--- config.mk ---
export PLATFORM = sky130hd
export DESIGN_NAME = civil_time_to_unix_micros_top
export DESIGN_NICKNAME = d
export VERILOG_FILES = /design/src/design/cttu_pkg.sv /design/src/design/cttu_date.sv /design/src/design/cttu_scale.sv /design/src/design/civil_time_to_unix_micros_top.sv
export VERILOG_INCLUDE_DIRS = /design/src /design/src/design
export SDC_FILE = /design/constraint.sdc
export NUM_CORES = 2
export LEC_CHECK = 0
export BUFFER_PORTS_ARGS = -buffer_cell sky130_fd_sc_hd__buf_2
export CORE_ASPECT_RATIO = 2
export CORE_MARGIN = 1
export CORE_UTILIZATION = 59
export DETAILED_ROUTE_END_ITERATION = 10
export PLACE_DENSITY_LB_ADDON = 0.3
export RECOVER_POWER = 100
export SETUP_SLACK_MARGIN = 0.15
export SYNTH_ARGS = -nofsm -noshare
export SYNTH_HDL_FRONTEND = slang
export SYNTH_SLANG_ARGS = --single-unit
--- constraint.sdc ---
create_clock -name clk -period 6.5 [get_ports clk]
set_clock_uncertainty 0.05 [all_clocks]
set_input_delay 0 -clock clk [delete_from_list [all_inputs] [get_ports clk]]
set_output_delay 0 -clock clk [all_outputs]
set_load 0.02 [all_outputs]
--- src/design/civil_time_to_unix_micros_top_macros.svh ---
// Assertion helpers for the civil time converter.
// They expect clk and arst_n in the scope of use.
`ifndef CIVIL_TIME_TO_UNIX_MICROS_TOP_MACROS_SVH
`define CIVIL_TIME_TO_UNIX_MICROS_TOP_MACROS_SVH

// Consequent must hold in the same cycle as the antecedent.
`define CTTU_ASSERT_NOW(label, ante, cons) \
	label: assert property (@(posedge clk) disable iff (!arst_n) (ante) |-> (cons)) \
		else $error("cttu: same-cycle check failed");

// Consequent must hold in the cycle after the antecedent.
`define CTTU_ASSERT_NEXT(label, ante, cons) \
	label: assert property (@(posedge clk) disable iff (!arst_n) (ante) |=> (cons)) \
		else $error("cttu: next-cycle check failed");

`endif

--- src/design/cttu_pkg.sv ---
package cttu_pkg;

	// Field widths
	localparam int unsigned YearW   = 14;
	localparam int unsigned MonthW  = 4;
	localparam int unsigned DayW    = 5;
	localparam int unsigned HourW   = 5;
	localparam int unsigned MinW    = 6;
	localparam int unsigned SecW    = 6;
	localparam int unsigned MilliW  = 10;
	localparam int unsigned OffsW   = 17;
	localparam int unsigned MicrosW = 64;

	// Internal widths
	localparam int unsigned QuotW  = 8;   // year / 100 for a 14-bit year
	localparam int unsigned StartW = 9;   // days before a month
	localparam int unsigned YdayW  = 23;  // days in whole years since the epoch
	localparam int unsigned DaysW  = 25;  // signed day count
	localparam int unsigned TodW   = 19;  // signed time-of-day seconds less offset
	localparam int unsigned SecsW  = 42;  // signed seconds since epoch
	localparam int unsigned MsUsW  = 20;  // milliseconds scaled to microseconds

	// Calendar constants
	localparam logic [YearW-1:0] EpochYear        = 14'd1970;
	localparam logic [8:0]       DaysPerYear      = 9'd365;
	localparam logic [12:0]      LeapsBeforeEpoch = 13'd477;  // leap years in 1..1969

	// Scaling constants
	localparam logic signed [17:0] DaySeconds = 18'sd86400;
	localparam logic signed [14:0] Micros64th = 15'sd15625;  // 1e6 / 64

	// n / 100 == (n * 5243) >> 19, exact for n < 43690
	localparam logic [12:0]      Recip100    = 13'd5243;
	localparam int unsigned      RecipShift  = 19;
	localparam int unsigned      RecipProdW  = YearW + 13;

	// Days before the first of a month in a common year; past December
	// counts the whole year.
	function automatic logic [StartW-1:0] month_start(input logic [MonthW-1:0] m);
		logic [StartW-1:0] d;
		case (m)
			4'd0:    d = 9'd0;
			4'd1:    d = 9'd0;
			4'd2:    d = 9'd31;
			4'd3:    d = 9'd59;
			4'd4:    d = 9'd90;
			4'd5:    d = 9'd120;
			4'd6:    d = 9'd151;
			4'd7:    d = 9'd181;
			4'd8:    d = 9'd212;
			4'd9:    d = 9'd243;
			4'd10:   d = 9'd273;
			4'd11:   d = 9'd304;
			4'd12:   d = 9'd334;
			default: d = 9'd365;
		endcase
		return d;
	endfunction

	// Quotient by 100 through a reciprocal multiply
	function automatic logic [QuotW-1:0] div100(input logic [YearW-1:0] n);
		logic [RecipProdW-1:0] p;
		p = RecipProdW'(n) * RecipProdW'(Recip100);
		return p[RecipShift +: QuotW];
	endfunction

endpackage

--- src/design/cttu_date.sv ---
// Date half: civil date to a signed day count, plus time of day in seconds.
module cttu_date (
	input  logic                                  clk,
	input  logic                                  arst_n,
	input  logic                                  in_valid,
	output logic                                  in_ready,
	input  logic [cttu_pkg::YearW-1:0]            year,
	input  logic [cttu_pkg::MonthW-1:0]           month,
	input  logic [cttu_pkg::DayW-1:0]             day_of_month,
	input  logic [cttu_pkg::HourW-1:0]            hour,
	input  logic [cttu_pkg::MinW-1:0]             minute,
	input  logic [cttu_pkg::SecW-1:0]             seconds,
	input  logic [cttu_pkg::MilliW-1:0]           milliseconds,
	input  logic signed [cttu_pkg::OffsW-1:0]     zone_offset_seconds,
	output logic                                  out_valid,
	input  logic                                  out_ready,
	output logic signed [cttu_pkg::DaysW-1:0]     days,
	output logic signed [cttu_pkg::TodW-1:0]      tod,
	output logic [cttu_pkg::MilliW-1:0]           milli
);

	// Stall chain: a stage moves when it is empty or the next one moves
	logic v_s1, v_s2, v_s3;
	logic adv1, adv2, adv3;

	assign adv3     = !v_s3 || out_ready;
	assign adv2     = !v_s2 || adv3;
	assign adv1     = !v_s1 || adv2;
	assign in_ready = adv1;

	always_ff @(posedge clk or negedge arst_n) begin
		if (!arst_n) begin
			v_s1 <= 1'b0;
			v_s2 <= 1'b0;
			v_s3 <= 1'b0;
		end else begin
			if (adv1) v_s1 <= in_valid;
			if (adv2) v_s2 <= v_s1;
			if (adv3) v_s3 <= v_s2;
		end
	end

	// Stage 1: quotients by 100 and 400, month table, time of day
	logic [cttu_pkg::YearW-1:0]       y1;
	logic [17:0]                      tod_pos;
	logic signed [cttu_pkg::TodW-1:0] tod_c;

	logic [cttu_pkg::YearW-1:0]       year_s1;
	logic [cttu_pkg::QuotW-1:0]       y1q100_s1, y1q400_s1, yq100_s1, yq400_s1;
	logic [cttu_pkg::StartW-1:0]      mstart_s1;
	logic                             late_s1;
	logic signed [cttu_pkg::DayW:0]   dm1_s1;
	logic signed [cttu_pkg::TodW-1:0] tod_s1;
	logic [cttu_pkg::MilliW-1:0]      milli_s1;

	assign y1      = year - 14'd1;
	assign tod_pos = 18'(hour) * 18'd3600 + 18'(minute) * 18'd60 + 18'(seconds);
	assign tod_c   = $signed({1'b0, tod_pos}) - cttu_pkg::TodW'(zone_offset_seconds);

	always_ff @(posedge clk) begin
		if (adv1) begin
			year_s1   <= year;
			y1q100_s1 <= cttu_pkg::div100(y1);
			y1q400_s1 <= cttu_pkg::div100({2'b00, y1[cttu_pkg::YearW-1:2]});
			yq100_s1  <= cttu_pkg::div100(year);
			yq400_s1  <= cttu_pkg::div100({2'b00, year[cttu_pkg::YearW-1:2]});
			mstart_s1 <= cttu_pkg::month_start(month);
			late_s1   <= (month > 4'd2);
			dm1_s1    <= $signed({1'b0, day_of_month}) - 6'sd1;
			tod_s1    <= tod_c;
			milli_s1  <= milliseconds;
		end
	end

	// Stage 2: whole-year days and the leap-year flag
	logic [cttu_pkg::YearW-1:0]   y1_b, whole;
	logic [12:0]                  leaps;
	logic [cttu_pkg::YearW-1:0]   r100;
	logic [cttu_pkg::YearW-3:0]   r400;
	logic                         is_leap;
	logic [cttu_pkg::YdayW-1:0]   yday_c;

	logic [cttu_pkg::YdayW-1:0]       yday_s2;
	logic                             leapadd_s2;
	logic [cttu_pkg::StartW-1:0]      mstart_s2;
	logic signed [cttu_pkg::DayW:0]   dm1_s2;
	logic signed [cttu_pkg::TodW-1:0] tod_s2;
	logic [cttu_pkg::MilliW-1:0]      milli_s2;

	assign y1_b  = year_s1 - 14'd1;
	assign whole = year_s1 - cttu_pkg::EpochYear;
	assign leaps = 13'(y1_b[cttu_pkg::YearW-1:2]) - 13'(y1q100_s1) + 13'(y1q400_s1)
	             - cttu_pkg::LeapsBeforeEpoch;
	assign r100  = year_s1 - 14'(yq100_s1) * 14'd100;
	assign r400  = year_s1[cttu_pkg::YearW-1:2] - 12'(yq400_s1) * 12'd100;
	// Divisible by 4, except centuries, unless divisible by 400
	assign is_leap = (year_s1[1:0] == 2'b00) && ((r100 != '0) || (r400 == '0));
	assign yday_c  = (year_s1 > cttu_pkg::EpochYear)
	               ? 23'(whole) * 23'(cttu_pkg::DaysPerYear) + 23'(leaps)
	               : '0;

	always_ff @(posedge clk) begin
		if (adv2) begin
			yday_s2    <= yday_c;
			leapadd_s2 <= late_s1 && is_leap;
			mstart_s2  <= mstart_s1;
			dm1_s2     <= dm1_s1;
			tod_s2     <= tod_s1;
			milli_s2   <= milli_s1;
		end
	end

	// Stage 3: total signed day count
	logic signed [cttu_pkg::DaysW-1:0] days_s3;
	logic signed [cttu_pkg::TodW-1:0]  tod_s3;
	logic [cttu_pkg::MilliW-1:0]       milli_s3;

	always_ff @(posedge clk) begin
		if (adv3) begin
			days_s3  <= $signed({2'b00, yday_s2})
			          + $signed(cttu_pkg::DaysW'(mstart_s2))
			          + $signed(cttu_pkg::DaysW'(leapadd_s2))
			          + cttu_pkg::DaysW'(dm1_s2);
			tod_s3   <= tod_s2;
			milli_s3 <= milli_s2;
		end
	end

	assign out_valid = v_s3;
	assign days      = days_s3;
	assign tod       = tod_s3;
	assign milli     = milli_s3;

endmodule

--- src/design/cttu_scale.sv ---
// Scale half: day count and time of day to microseconds, modulo 2^64.
module cttu_scale (
	input  logic                                  clk,
	input  logic                                  arst_n,
	input  logic                                  in_valid,
	output logic                                  in_ready,
	input  logic signed [cttu_pkg::DaysW-1:0]     days,
	input  logic signed [cttu_pkg::TodW-1:0]      tod,
	input  logic [cttu_pkg::MilliW-1:0]           milli,
	output logic                                  out_valid,
	input  logic                                  out_ready,
	output logic [cttu_pkg::MicrosW-1:0]          unix_micros
);

	// Stall chain
	logic v_s1, v_s2, v_s3, v_s4;
	logic adv1, adv2, adv3, adv4;

	assign adv4     = !v_s4 || out_ready;
	assign adv3     = !v_s3 || adv4;
	assign adv2     = !v_s2 || adv3;
	assign adv1     = !v_s1 || adv2;
	assign in_ready = adv1;

	always_ff @(posedge clk or negedge arst_n) begin
		if (!arst_n) begin
			v_s1 <= 1'b0;
			v_s2 <= 1'b0;
			v_s3 <= 1'b0;
			v_s4 <= 1'b0;
		end else begin
			if (adv1) v_s1 <= in_valid;
			if (adv2) v_s2 <= v_s1;
			if (adv3) v_s3 <= v_s2;
			if (adv4) v_s4 <= v_s3;
		end
	end

	logic signed [cttu_pkg::SecsW-1:0]   dsec_s1;
	logic signed [cttu_pkg::TodW-1:0]    tod_s1;
	logic [cttu_pkg::MilliW-1:0]         milli_s1;
	logic signed [cttu_pkg::SecsW-1:0]   secs_s2;
	logic [cttu_pkg::MilliW-1:0]         milli_s2;
	logic signed [cttu_pkg::MicrosW-1:0] us_s3;
	logic [cttu_pkg::MsUsW-1:0]          msus_s3;
	logic signed [cttu_pkg::MicrosW-1:0] micros_s4;

	always_ff @(posedge clk) begin
		// Stage 1: days to seconds
		if (adv1) begin
			dsec_s1  <= cttu_pkg::SecsW'(days) * cttu_pkg::SecsW'(cttu_pkg::DaySeconds);
			tod_s1   <= tod;
			milli_s1 <= milli;
		end
		// Stage 2: add time of day (offset already removed)
		if (adv2) begin
			secs_s2  <= dsec_s1 + cttu_pkg::SecsW'(tod_s1);
			milli_s2 <= milli_s1;
		end
		// Stage 3: seconds to microseconds as (x * 15625) << 6
		if (adv3) begin
			us_s3   <= (cttu_pkg::MicrosW'(secs_s2)
			          * cttu_pkg::MicrosW'(cttu_pkg::Micros64th)) <<< 6;
			msus_s3 <= cttu_pkg::MsUsW'(milli_s2) * 20'd1000;
		end
		// Stage 4: add milliseconds, wraps at 64 bits
		if (adv4) begin
			micros_s4 <= us_s3 + $signed(cttu_pkg::MicrosW'(msus_s3));
		end
	end

	assign out_valid   = v_s4;
	assign unix_micros = unsigned'(micros_s4);

endmodule

--- src/design/civil_time_to_unix_micros_top.sv ---
// Civil date and time to Unix microseconds. Each request carries a Gregorian
// date, a time of day down to the millisecond and a zone offset in seconds;
// the result is microseconds since 1970-01-01 UTC, modulo 2^64, with no
// range checks on the fields. The block takes one request per clock while
// the output side is ready or some stage is empty, and its result is
// staged: three stages build the day count (reciprocal divides by 100 and
// 400, leap and whole-year terms, final day sum) and four scale it (times
// 86400, add time of day, times 10^6, add milliseconds). Every stage holds
// its own valid bit, so a stalled output fills empty stages first and
// requests keep being taken until the pipe is full.
`include "civil_time_to_unix_micros_top_macros.svh"

module civil_time_to_unix_micros_top (
	input  logic                                  clk,
	input  logic                                  arst_n,
	input  logic                                  in_valid,
	output logic                                  in_ready,
	input  logic [cttu_pkg::YearW-1:0]            year,
	input  logic [cttu_pkg::MonthW-1:0]           month,
	input  logic [cttu_pkg::DayW-1:0]             day_of_month,
	input  logic [cttu_pkg::HourW-1:0]            hour,
	input  logic [cttu_pkg::MinW-1:0]             minute,
	input  logic [cttu_pkg::SecW-1:0]             seconds,
	input  logic [cttu_pkg::MilliW-1:0]           milliseconds,
	input  logic signed [cttu_pkg::OffsW-1:0]     zone_offset_seconds,
	output logic                                  out_valid,
	input  logic                                  out_ready,
	output logic [cttu_pkg::MicrosW-1:0]          unix_micros
);

	logic                              mid_valid;
	logic                              mid_ready;
	logic signed [cttu_pkg::DaysW-1:0] mid_days;
	logic signed [cttu_pkg::TodW-1:0]  mid_tod;
	logic [cttu_pkg::MilliW-1:0]       mid_milli;

	// Date to day count
	cttu_date u_date (
		.clk                 (clk),
		.arst_n              (arst_n),
		.in_valid            (in_valid),
		.in_ready            (in_ready),
		.year                (year),
		.month               (month),
		.day_of_month        (day_of_month),
		.hour                (hour),
		.minute              (minute),
		.seconds             (seconds),
		.milliseconds        (milliseconds),
		.zone_offset_seconds (zone_offset_seconds),
		.out_valid           (mid_valid),
		.out_ready           (mid_ready),
		.days                (mid_days),
		.tod                 (mid_tod),
		.milli               (mid_milli)
	);

	// Day count to microseconds
	cttu_scale u_scale (
		.clk         (clk),
		.arst_n      (arst_n),
		.in_valid    (mid_valid),
		.in_ready    (mid_ready),
		.days        (mid_days),
		.tod         (mid_tod),
		.milli       (mid_milli),
		.out_valid   (out_valid),
		.out_ready   (out_ready),
		.unix_micros (unix_micros)
	);

	// A ready sink lets the whole pipe move
	`CTTU_ASSERT_NOW(a_ready_flows, out_ready, in_ready)
	// An empty output stage always leaves room upstream
	`CTTU_ASSERT_NOW(a_empty_out_ready, !out_valid, in_ready)
	// A day count held at the boundary is not dropped
	`CTTU_ASSERT_NEXT(a_mid_hold, mid_valid && !mid_ready, mid_valid)

endmodule
==> impl_metrics.json <==
{
  "clockBufferDepth": 3,
  "layout.nets": 7161,
  "cts-htree-levels": 2,
  "cts_tree": "yes",
  "fin_crit_sh_pct": 95.54,
  "required_ns": 6.71,
  "path_buf_inv": 4,
  "ant_nets": 0,
  "syn_area_per_cell_um2": 10.82,
  "dp_hpwl_mm": 104.3,
  "gp_congestion": 0.9553,
  "crit-reg2reg-launch": "u_date.year_s1[1]",
  "synthFlopType": "edfxtp_1",
  "violations": "max-capacitance violations, max-slew violations",
  "dr.pass1.iters": 5,
  "fin_crit_ns": 6.210,
  "synth-seq-cells": 467,
  "hold_depth": 4,
  "min_from": "zone_offset_seconds[12]",
  "arrival_ns": 6.42,
  "tightest_slew_ns": 3.327,
  "drt-vias-per-instance": 5.607,
  "fp.dieH_um": 435.0,
  "setup.worst_path.start": "u_date.year_s1[1]",
  "drt-initial-drc-count": 1332,
  "relSlewSlack_pct": -121.8,
  "setup_viol": 0,
  "num_rows": 158,
  "grt_pass1_vias": 41454,
  "synthDistinctLibCells": 88,
  "r2r_slack_ns": 0.29,
  "synth_top_family_by_area": "adder cells",
  "clk_pin_slew_worst_paths_ns": 0.07,
  "grt_setup_unrepaired": "true",
  "die_w_um": 218.5,
  "num_vias": 37430,
  "die_area_mm2": 0.09505,
  "crit_family": "adder cells",
  "muxShareOfSynthArea_pct": 0.2850,
  "outcome": "finished with violations",
  "worstPathMaxFanout": 5,
  "crit_path_frequent_cell": "fa_1",
  "top_level_ports": 137,
  "hold_viol": 0,
  "synth_adder_area_share_pct": 45.36,
  "core_mm2": 0.09272,
  "holdCritPathClass": "in2reg",
  "routedWlPerCell_um": 18.15,
  "clock.fmax_mhz": 161.0,
  "worstReg2RegEnd": "u_date.yday_s2[14]",
  "ff2ff_path_depth": 22,
  "grt.total_usage_pct": 26.18,
  "area_growth_pct": 9.300,
  "antenna_found_initial": 11,
  "cpPeakStageDelay_ns": 0.55,
  "synth_xor_area_share_pct": 5.712,
  "start_kind": "flip-flop",
  "clock-root-buffer": "clkbuf_16",
  "yosysWarnings": 0,
  "overflow": 0,
  "synth_simple_gate_area_share_pct": 6.176,
  "grt_start_max_net_pins": 76,
  "clk_latency_ns": 0.61,
  "start_util_pct": 59.66,
  "worstPathCellList": "inv_1, ha_2, buf_4, nand2b_1, a31oi_2, nor2b_1, and4_1, xnor2_1, ha_1, fa_1, inv_1, fa_1, inv_1, fa_1, fa_1, ha_1, nor3_1, o2111ai_2, a31o_2, a21oi_1, xor2_1, nor2_1",
  "holdWs_ns": 0.02683,
  "synthArstFlopShare_pct": 1.499,
  "synth_edf_count": 460,
  "cts_sinks": 467,
  "synth-seq-area-share_pct": 25.29,
  "synth_cells": 5114,
  "numCtsBuffers": 42,
  "cap_violations": 5,
  "drive_gt1_share_pct": 5.868,
  "min_to": "u_date.tod_s1[12]",
  "slew_viol_final": 328,
  "portBuffers": 133,
  "crit_type": "reg2reg",
  "wl_mm": 121.2,
  "grt_first_pass_wirelength_mm": 195.3,
  "syn_area_mm2": 0.05531,
  "cp_slowest_cell": "fa_1",
  "critPathCaptureType": "flip-flop",
  "drc_errors": 0,
  "synth-compound-area-share_pct": 9.250
}
-- worst min-delay path, delay by kind of cell --
kind | cells | cell delay [ns]
adder cells (fa/ha/maj) | 1 | 0.22
buffers and inverters | 2 | 0.21
XOR/XNOR | 1 | 0.14
-- repair_timing --
item,CTS,global route
setup buffers,0,25
pin swaps,1,23
endpoints found under the setup margin,7,35
gates resized for setup,8,55
hold buffers,60,0
endpoints found under the hold margin,61,0
gates cloned,0,0
-- synthesized netlist by cell type, types with 20 or more instances --
library cell,instances,area [um^2]
inv_1,1121,4208
ha_1,1063,13300
fa_1,589,11790
edfxtp_1,460,13810
xnor2_1,255,2233
a21oi_1,222,1111
nor2_1,179,671.9
nand2_1,144,540.5
o21ai_0,119,595.6
a21o_1,112,840.8
xor2_1,103,902.1
nand3_1,68,340.3
o21bai_1,64,480.5
nor3_1,59,295.3
and3_1,44,275.3
o21a_1,43,322.8
nand2b_1,41,256.5
nor2b_1,38,237.7
clkbuf_1,35,131.4
nand4_1,34,212.7
a211oi_1,23,172.7
o211ai_1,20,150.1
-- state kept, by name (all words and copies together), names as in the netlist, 9 cells and up --
signal / flops
u_scale.unix_micros: 61
u_scale.us_s3: 57
u_scale.secs_s2: 42
u_scale.dsec_s1: 35
u_date.days: 25
u_date.yday_s2: 23
u_date.tod: 19
u_date.tod_s1: 19
u_date.tod_s2: 19
u_scale.tod_s1: 19
u_scale.msus_s3: 17
u_date.year_s1: 14
u_date.milli: 10
u_date.milli_s1: 10
u_date.milli_s2: 10
u_scale.milli_s1: 10
u_scale.milli_s2: 10
u_date.mstart_s1: 9
u_date.mstart_s2: 9
-- cell usage in the layout (no fill, tap or decap), types with 107 or more instances in the layout --
cell,netlist,layout
nand2_1,144,141
xnor2_1,255,247
o21ai_0,119,118
inv_1,1121,1114
a21o_1,112,112
ha_1,1063,1058
edfxtp_1,460,460
nor2_1,179,177
fa_1,589,588
a21oi_1,222,214
buf_4,3,107
-- cells by family after synthesis --
| family | after synthesis |
|---|---|
| simple gates | 690 |
| buf+inv | 1163 |
| mux | 14 |
| fa+ha+maj | 1652 |
| xor+xnor | 359 |
| other cells | 1 |
| compound gates | 768 |
| flops | 467 |
-- metal layers --
metal | track usage, % | up-vias | routed length, um
li1 | - | 17840 | -
met1 | 21.19 | 18293 | 35890
met2 | 53.88 | 779 | 71140
met3 | 2.362 | 506 | 3011
met4 | 21.16 | 12 | 11040
met5 | 0 | - | 88
-- through the flow --
stage | setup slack [ns] | cells | cell area (um^2) | util [%] | TNS (ns)
floorplan | 0.1511 | 5116 | 55340 | - | 0
global placement | -0.1321 | 6509 | 58130 | 62.70 | -0.4538
detailed placement | -0.3475 | 6509 | 58130 | 62.70 | -2.657
CTS | 0.1464 | 6645 | 60150 | 64.88 | 0
global route | 0.01587 | 6672 | 60450 | 65.20 | 0
finish | 0.2899 | 6675 | 60450 | 65.20 | 0
-- area by class of cell --
type / instances / area [um^2]
Antenna cell: 5 / 12.51
Clock buffer: 47 / 1091
Sequential cell: 467 / 13990
Fill cell: 7099 / 32260
Inverter: 1121 / 4212
Clock inverter: 29 / 297.8
Timing Repair Buffer: 320 / 2058
Tap cell: 1200 / 1501
Multi-Input combinational cell: 3486 / 37290
-- worst max path at each step --
stage / end / cells past startpoint / slack, ns
floorplan: u_date.y1q100_s1[7] / 25 / 0.15
global placement: u_date.y1q400_s1[0] / 27 / -0.13
detailed placement: u_date.y1q100_s1[7] / 27 / -0.35
CTS: u_scale.us_s3[60] / 18 / 0.15
global route: u_date.yday_s2[14] / 22 / 0.02
finish: u_date.yday_s2[14] / 22 / 0.29
Power is left out: the tool's default activity adds up to more than one toggle a clock period on the data nets, which glitch-free logic cannot reach.
